**src/hw/rtl/kmce_pkg.sv**
```systemverilog
// Package: shared widths, scan code layout and the request handoff type.
package kmce_pkg;

  localparam int unsigned ColW   = 3;
  localparam int unsigned RowW   = 8;
  localparam int unsigned RowIdW = 3;
  localparam int unsigned CodeW  = 7;
  localparam int unsigned PressBit = 6;

  typedef struct packed {
    logic            vld;
    logic [ColW-1:0] col;
    logic [RowW-1:0] now;
    logic [RowW-1:0] diff;
  } load_t;

endpackage

```
**src/hw/rtl/kmce_hist.sv**
```systemverilog
// Column history store: holds the last row byte per column and forms the change mask.
module kmce_hist #(
  parameter int unsigned NUM_COLUMNS = 8
) (
  input  logic                        clk_i,
  input  logic                        rst_ni,
  input  logic                        accept_i,
  input  logic [kmce_pkg::ColW-1:0]   column_i,
  input  logic [kmce_pkg::RowW-1:0]   row_levels_i,
  output kmce_pkg::load_t             load_o
);

  localparam int unsigned IdxW = (NUM_COLUMNS > 1) ? $clog2(NUM_COLUMNS) : 1;

  logic [kmce_pkg::RowW-1:0] hist_q [NUM_COLUMNS];
  logic [IdxW-1:0]           idx;
  logic                      in_range;

  assign idx      = column_i[IdxW-1:0];
  assign in_range = ({29'd0, column_i} < NUM_COLUMNS);

  always_ff @(posedge clk_i or negedge rst_ni) begin
    if (!rst_ni) begin
      for (int i = 0; i < NUM_COLUMNS; i++) begin
        hist_q[i] <= '1;
      end
    end else if (accept_i && in_range) begin
      hist_q[idx] <= row_levels_i;
    end
  end

  always_comb begin
    load_o.vld  = accept_i && in_range;
    load_o.col  = column_i;
    load_o.now  = row_levels_i;
    load_o.diff = in_range ? (hist_q[idx] ^ row_levels_i) : '0;
  end

endmodule

```
**src/hw/rtl/kmce_ser.sv**
```systemverilog
// Bit-serial encoder: shifts the change mask one row per cycle unless the output stalls, and registers scan codes.
module kmce_ser (
  input  logic                         clk_i,
  input  logic                         rst_ni,
  input  kmce_pkg::load_t              load_i,
  output logic                         busy_o,
  output logic                         out_valid_o,
  input  logic                         out_stall_i,
  output logic [kmce_pkg::CodeW-1:0]   scan_code_o,
  output logic                         pressed_o,
  output logic                         last_o
);

  logic [kmce_pkg::RowW-1:0]   diff_q, diff_d;
  logic [kmce_pkg::RowW-1:0]   now_q, now_d;
  logic [kmce_pkg::RowIdW-1:0] row_q, row_d;
  logic [kmce_pkg::ColW-1:0]   col_q, col_d;
  logic                        out_valid_q, out_valid_d;
  logic [kmce_pkg::CodeW-1:0]  code_q, code_d;
  logic                        pressed_q, pressed_d;
  logic                        last_q, last_d;
  logic                        slot_free, emit, advance, down;

  assign busy_o    = |diff_q;
  assign slot_free = !out_valid_q || !out_stall_i;
  assign emit      = diff_q[0] && slot_free;
  assign advance   = busy_o && (!diff_q[0] || slot_free);
  assign down      = !now_q[0];

  always_comb begin
    diff_d      = diff_q;
    now_d       = now_q;
    row_d       = row_q;
    col_d       = col_q;
    out_valid_d = slot_free ? 1'b0 : out_valid_q;
    code_d      = code_q;
    pressed_d   = pressed_q;
    last_d      = last_q;
    if (load_i.vld) begin
      diff_d = load_i.diff;
      now_d  = load_i.now;
      col_d  = load_i.col;
      row_d  = '0;
    end else if (advance) begin
      diff_d = diff_q >> 1;
      now_d  = now_q >> 1;
      row_d  = row_q + 3'd1;
    end
    if (emit) begin
      out_valid_d = 1'b1;
      code_d      = {down, col_q, row_q};
      pressed_d   = down;
      last_d      = (diff_q[kmce_pkg::RowW-1:1] == '0);
    end
  end

  always_ff @(posedge clk_i or negedge rst_ni) begin
    if (!rst_ni) begin
      diff_q      <= '0;
      out_valid_q <= 1'b0;
    end else begin
      diff_q      <= diff_d;
      out_valid_q <= out_valid_d;
    end
  end

  always_ff @(posedge clk_i) begin
    now_q     <= now_d;
    row_q     <= row_d;
    col_q     <= col_d;
    code_q    <= code_d;
    pressed_q <= pressed_d;
    last_q    <= last_d;
  end

  assign out_valid_o = out_valid_q;
  assign scan_code_o = code_q;
  assign pressed_o   = pressed_q;
  assign last_o      = last_q;

endmodule

```
**src/hw/rtl/key_matrix_change_encoder_top.sv**
```systemverilog
// Top level of the key matrix change encoder.
// Input channel: in_valid_i / in_stall_o carry a column index and its eight
// active-low row levels. Output channel: out_valid_o / out_stall_i carry one
// scan code per changed row, rows in ascending order, with out_last_o on the
// final code of a request. Requests with no change, or a column at or above
// NUM_COLUMNS, produce no output and leave the history untouched (the latter).
// Codes pass from the shift mask into the output register, which drives the outputs.
// The change mask is shifted one row per cycle unless a held output register
// pauses it; a request with no change never raises in_stall_o. One request is
// worked at a time; in_stall_o stays high until every changed row has been
// moved into the output register.
// A stalled receiver holds the output register, which in turn pauses the
// shift at the next changed row; nothing is dropped.
// Reset clears the output valid and the shift mask and sets every column's
// history to all ones, meaning every key released.
module key_matrix_change_encoder_top #(
  parameter int unsigned NUM_COLUMNS = 8
) (
  input  logic                        clk_i,
  input  logic                        rst_ni,
  input  logic                        in_valid_i,
  output logic                        in_stall_o,
  input  logic [kmce_pkg::ColW-1:0]   in_column_i,
  input  logic [kmce_pkg::RowW-1:0]   in_row_levels_i,
  output logic                        out_valid_o,
  input  logic                        out_stall_i,
  output logic [kmce_pkg::CodeW-1:0]  out_scan_code_o,
  output logic                        out_pressed_o,
  output logic                        out_last_o
);

  kmce_pkg::load_t load;
  logic            accept;
  logic            busy;

  assign in_stall_o = busy;
  assign accept     = in_valid_i && !busy;

  kmce_hist #(
    .NUM_COLUMNS(NUM_COLUMNS)
  ) u_hist (
    .clk_i       (clk_i),
    .rst_ni      (rst_ni),
    .accept_i    (accept),
    .column_i    (in_column_i),
    .row_levels_i(in_row_levels_i),
    .load_o      (load)
  );

  kmce_ser u_ser (
    .clk_i      (clk_i),
    .rst_ni     (rst_ni),
    .load_i     (load),
    .busy_o     (busy),
    .out_valid_o(out_valid_o),
    .out_stall_i(out_stall_i),
    .scan_code_o(out_scan_code_o),
    .pressed_o  (out_pressed_o),
    .last_o     (out_last_o)
  );

  a_more_rows_pending: assert property (@(posedge clk_i) disable iff (!rst_ni)
    (out_valid_o && !out_last_o) |-> in_stall_o)
    else $error("non-last code shown with no rows pending");

  a_press_bit: assert property (@(posedge clk_i) disable iff (!rst_ni)
    out_valid_o |-> (out_scan_code_o[kmce_pkg::PressBit] == out_pressed_o))
    else $error("press flag and scan code disagree");

  a_load_idle: assert property (@(posedge clk_i) disable iff (!rst_ni)
    load.vld |-> !busy)
    else $error("new request loaded while shifting");

endmodule

```
**config.mk**
```make
export PLATFORM = sky130hd
export DESIGN_NAME = key_matrix_change_encoder_top
export DESIGN_NICKNAME = d
export VERILOG_FILES = /design/src/hw/rtl/kmce_pkg.sv /design/src/hw/rtl/kmce_hist.sv /design/src/hw/rtl/kmce_ser.sv /design/src/hw/rtl/key_matrix_change_encoder_top.sv
export SDC_FILE = /design/constraint.sdc
export NUM_CORES = 1
export LEC_CHECK = 0
export ABC_AREA = 1
export BUFFER_PORTS_ARGS = -buffer_cell sky130_fd_sc_hd__clkbuf_2
export CORE_UTILIZATION = 55
export CTS_CLUSTER_SIZE = 8
export DETAILED_ROUTE_END_ITERATION = 16
export PLACE_DENSITY = 0.83
export RECOVER_POWER = 25
export SYNTH_ARGS = -nofsm -noshare
export SYNTH_HDL_FRONTEND = slang
export SYNTH_SLANG_ARGS = --single-unit
```
**constraint.sdc**
```tcl
create_clock -name clk_i -period 1.65 [get_ports clk_i]
set_clock_uncertainty 0.1 [all_clocks]
set_input_delay 0.165 -clock clk_i [delete_from_list [all_inputs] [get_ports clk_i]]
set_output_delay 0.165 -clock clk_i [all_outputs]
set_load 0.02 [all_outputs]
```
==> results.txt <==
Across the run, the number of max-cap violations was 0. The run gives 0 as the count of final max-slew check failures. In the post-synthesis netlist, the biggest area contributors are dfstp_2, edfxtp_1, nand2_1, o21ai_1, dfrtp_1. Dividing the detail-routed wire length by the instance count gives 16.7 um.

STA classifies the critical path startpoint as a flop. For the worst flop-to-flop path, the logic depth is 8. Summed over all cells, the static leakage comes to 0.00237 uW. The count of vias placed by the detailed router came out at 3,821. The synthesized area per cell was 8.77 um2; the post-detailed-route count of antenna-violating nets was 0.

Wires add up to 11,300 um. The multi-input combinational cells in the finished layout cover a total of 0.00190 mm2. After legalization and detailed placement, the total HPWL measured 7150 um.

The tools report the peak supply drop as 762 uV. Proportion of synthesized chip area in sequential cells: 0.568. nand2_1 is the most common cell in the netlist. The logs give 0.267 for the total routing usage reported by global routing and 60 for the final count of negative-setup-slack endpoints. The floorplan step defined a die boundary enclosing 0.00849 mm2. 0 antenna diodes ended up in the layout. The congestion estimate from routability-driven global placement came to 0.885.

Compared with the post-synthesis result, the final layout area differs by 21.3%. The top-area cell type share of the netlist area was 0.376. In this design, the largest share of critical-path delay is due to simple AND/OR/NAND/NOR gates. The run gives 2 as the largest buffer count on any clock path. Distinct cell type count of the synthesized netlist: 26.

In this run the cell area of the synthesized design comes to 0.00447 mm2. First-pass detailed-route iteration total: 5. The placed cell area was 0.00491 mm2. Derived from the worst setup path, the maximum achievable clock frequency is 573 MHz.

The signal on the critical path passes through nor2_1 > nand2_1 > nor2_4 > nand2_4 > nor2_4 > buf_4 > nand2_4 > o21ai_2. The die height is 92.2 um. The run gives 0 as the number of hold violations in the final report. TritonCTS built the clock tree. For this design the ratio of total power to cell area is 1580 mW/mm2. After detailed placement, the design holds a cell count of 648.

The finished layout holds 676 standard cells, fillers aside. Sorting the synthesized cells by how often they occur yields nand2_1, dfstp_2, nor2_1. Data on the critical path arrives at its endpoint at 1.94 ns. The yosys synthesis warning count came out at 0.

The worst slew margin relative to its limit is 0.346. The core box area was 0.00781 mm2. The worst setup path is of the flop to flop kind. The actual slew at the worst max-slew pin was 0.982 ns. In this run the number of cells on the critical path is 8.

Counting flops and latches in the post-synthesis netlist gives 95. Global-route congestion overflow total: 0. Worst hold path class: input port to flop. The clock slew seen by the registers of the worst setup and hold paths was 0.10 ns. Footprint of the flip-flops and latches: 0.00254 mm2. The most used flip-flop cell after synthesis is dfstp_2.

The run gives -0.0636 ns as the post-place setup slack. The effective utilization at floorplan came out at 0.573. Clock period minus final worst setup slack: 1.75 ns.

The share of async-settable or async-resettable flops after synthesis was 0.768; the number of buffer cells added on primary ports was 25. The detailed router finished its first iteration with 300 violations. The final layout contains 585 nets. The tools report the post-layout instance area as 0.00542 mm2. The buffer type at the clock tree root was clkbuf_8. Counting the fill cells in the layout gives 575. STA classifies the critical path endpoint as a flop.

The number of buffers created by CTS is 9. At the worst endpoint, the required time is 1.84 ns. Counting instances, the worst hold path has a depth of 3. The tools report the initial antenna violation count as 0. During I/O placement, the number of pins put on the boundary was 26. The flow ran to the end, but the final reports show violations. The biggest area contributor in the post-synthesis netlist is dfstp_2.

The setup slack of the critical path after layout was -0.0955 ns. Setup repair after global routing could not meet its margin everywhere. The biggest fanout along the worst timing path is 8, and the maximum level of the CTS H-tree is 3. The number of global-route vias before repair was 3,613. The buffering stage count on the worst path with inverters included was 1; the pin count of the biggest net entering global routing was 74. The post-synthesis net count came out at 526.

The ratio of cells with drive above 1 in the final layout works out to 0.382. The wire length of the first global-routing pass came out at 17,200 um. In the routed design, unresolved DRC markers number 0. Synthesis produced 510 cells. On the worst path, the slowest cell contributes a delay of 0.42 ns.

The synthesized design contains 19 enable-type register cells. Total negative slack for setup checks: -2.35 ns. For this design, the slowest cell found on the critical path is dfrtp_1. The insertion delay to the later sink of the worst-skew pair was 0.37 ns. For the number of rows in the core area, the log shows 32.

Clock tree synthesis found a total of 95 sinks. The horizontal die dimension is 92.2 um, and the via-per-instance ratio is 5.65. The period utilization was 1.06.

The checks that failed: negative setup slack.
-- layout make-up --
type | instances | area share
flip-flops and latches | 95 | 0.468
multi-input cells | 352 | 0.350
repair buffers | 63 | 0.0882
inverters | 48 | 0.0337
clock buffers | 10 | 0.0275
well taps | 102 | 0.0235
clock inverters | 6 | 0.00877
-- layout by cell type (no fill, tap or decap), types with 2 or more instances in the layout --
master | synthesis | routed
o21ai_0 | 17 | 15
nor2_4 | 3 | 5
inv_6 | 0 | 3
nor2_1 | 60 | 49
buf_6 | 0 | 3
inv_1 | 46 | 44
dfrtp_1 | 9 | 9
dlygate4sd3_1 | 0 | 4
nand2_1 | 145 | 126
dfstp_2 | 64 | 64
buf_2 | 10 | 2
inv_2 | 2 | 3
or2_2 | 4 | 4
clkbuf_8 | 0 | 9
nor2_2 | 2 | 11
buf_12 | 0 | 4
buf_4 | 5 | 25
o21ai_2 | 16 | 25
edfxtp_1 | 19 | 19
a21oi_1 | 3 | 2
nand2_2 | 7 | 18
nand2_8 | 0 | 5
inv_4 | 0 | 2
o211ai_1 | 20 | 20
dfxtp_1 | 3 | 3
clkbuf_2 | 0 | 23
nand2_4 | 1 | 7
o21ai_1 | 49 | 42
nand3_1 | 19 | 18
clkinvlp_4 | 0 | 2
-- where the power goes --
part	switching, uW	total, uW	internal, uW
Clock	875	1530	657
Sequential	435	4090	3660
Combinational	1760	2960	1190
-- final timing paths --
path / from / end / slack [ns]
worst min register to register: u_ser.col_q[1] / u_ser.scan_code_o[4] / 0.33
max in group asynchronous: rst_ni / u_ser.diff_q[0] / 0.34
worst max register to register: u_ser.diff_q[6] / u_hist.hist_q[56] / -0.1
worst max-delay path: u_ser.diff_q[6] / u_hist.hist_q[56] / -0.1
worst min-delay path: in_row_levels_i[3] / u_ser.now_q[3] / 0.04
min in group asynchronous: rst_ni / u_ser.out_valid_o / 0.51
-- cell families after synthesis --
kind of cell / synth area share
buffers and inverters: 0.0624
adders and majority gates: 0.00280
DFF: 0.568
xor gates and xnor gates: 0.00196
and+or+nand+nor: 0.223
AOI/OAI and AO/OA: 0.142
-- layer usage --
| metal | track usage | vias up | share of wire |
|---|---|---|---|
| li1 | - | 1780 | - |
| met1 | 0.352 | 1861 | 0.41 |
| met2 | 0.422 | 150 | 0.50 |
| met3 | 0.0547 | 30 | 0.060 |
| met4 | 0.128 | 0 | 0.038 |
| met5 | 0 | - | 0 |
-- worst register-to-register path: stages (launching register included) --
cell	delay, ns
dfrtp_1	0.42
nor2_1	0.15
nand2_1	0.12
nor2_4	0.14
nand2_4	0.12
nor2_4	0.19
buf_4	0.19
nand2_4	0.11
o21ai_2	0.14
-- timing repair --
| action | in CTS | in global routing |
|---|---|---|
| gates cloned | 0 | 3 |
| pin swaps | 0 | 2 |
| hold buffers | 4 | 0 |
| setup buffers | 0 | 5 |
| setup endpoints to repair | 28 | 88 |
| hold endpoints to repair | 12 | 0 |
| gates resized for setup | 6 | 57 |
-- stage by stage --
stage          power, uW   util  hold WS [ns]
6_report            8580  0.694        0.0362
4_1_cts             8260  0.662        0.0267
3_5_place_dp        6700  0.629         0.123
3_3_place_gp        6530  0.629         0.123
2_1_floorplan       5710      -        -0.231
5_1_grt             9090  0.694        0.0445
-- state kept, by name, indices dropped and copies added (netlist names) --
signal	count
u_ser.now_q	8
u_ser.pressed_o	1
u_ser.scan_code_o	6
u_ser.row_q	3
u_ser.diff_q	8
u_hist.hist_q	64
u_ser.col_q	3
u_ser.out_valid_o	1
u_ser.last_o	1
(Power assumes the default switching activity.)
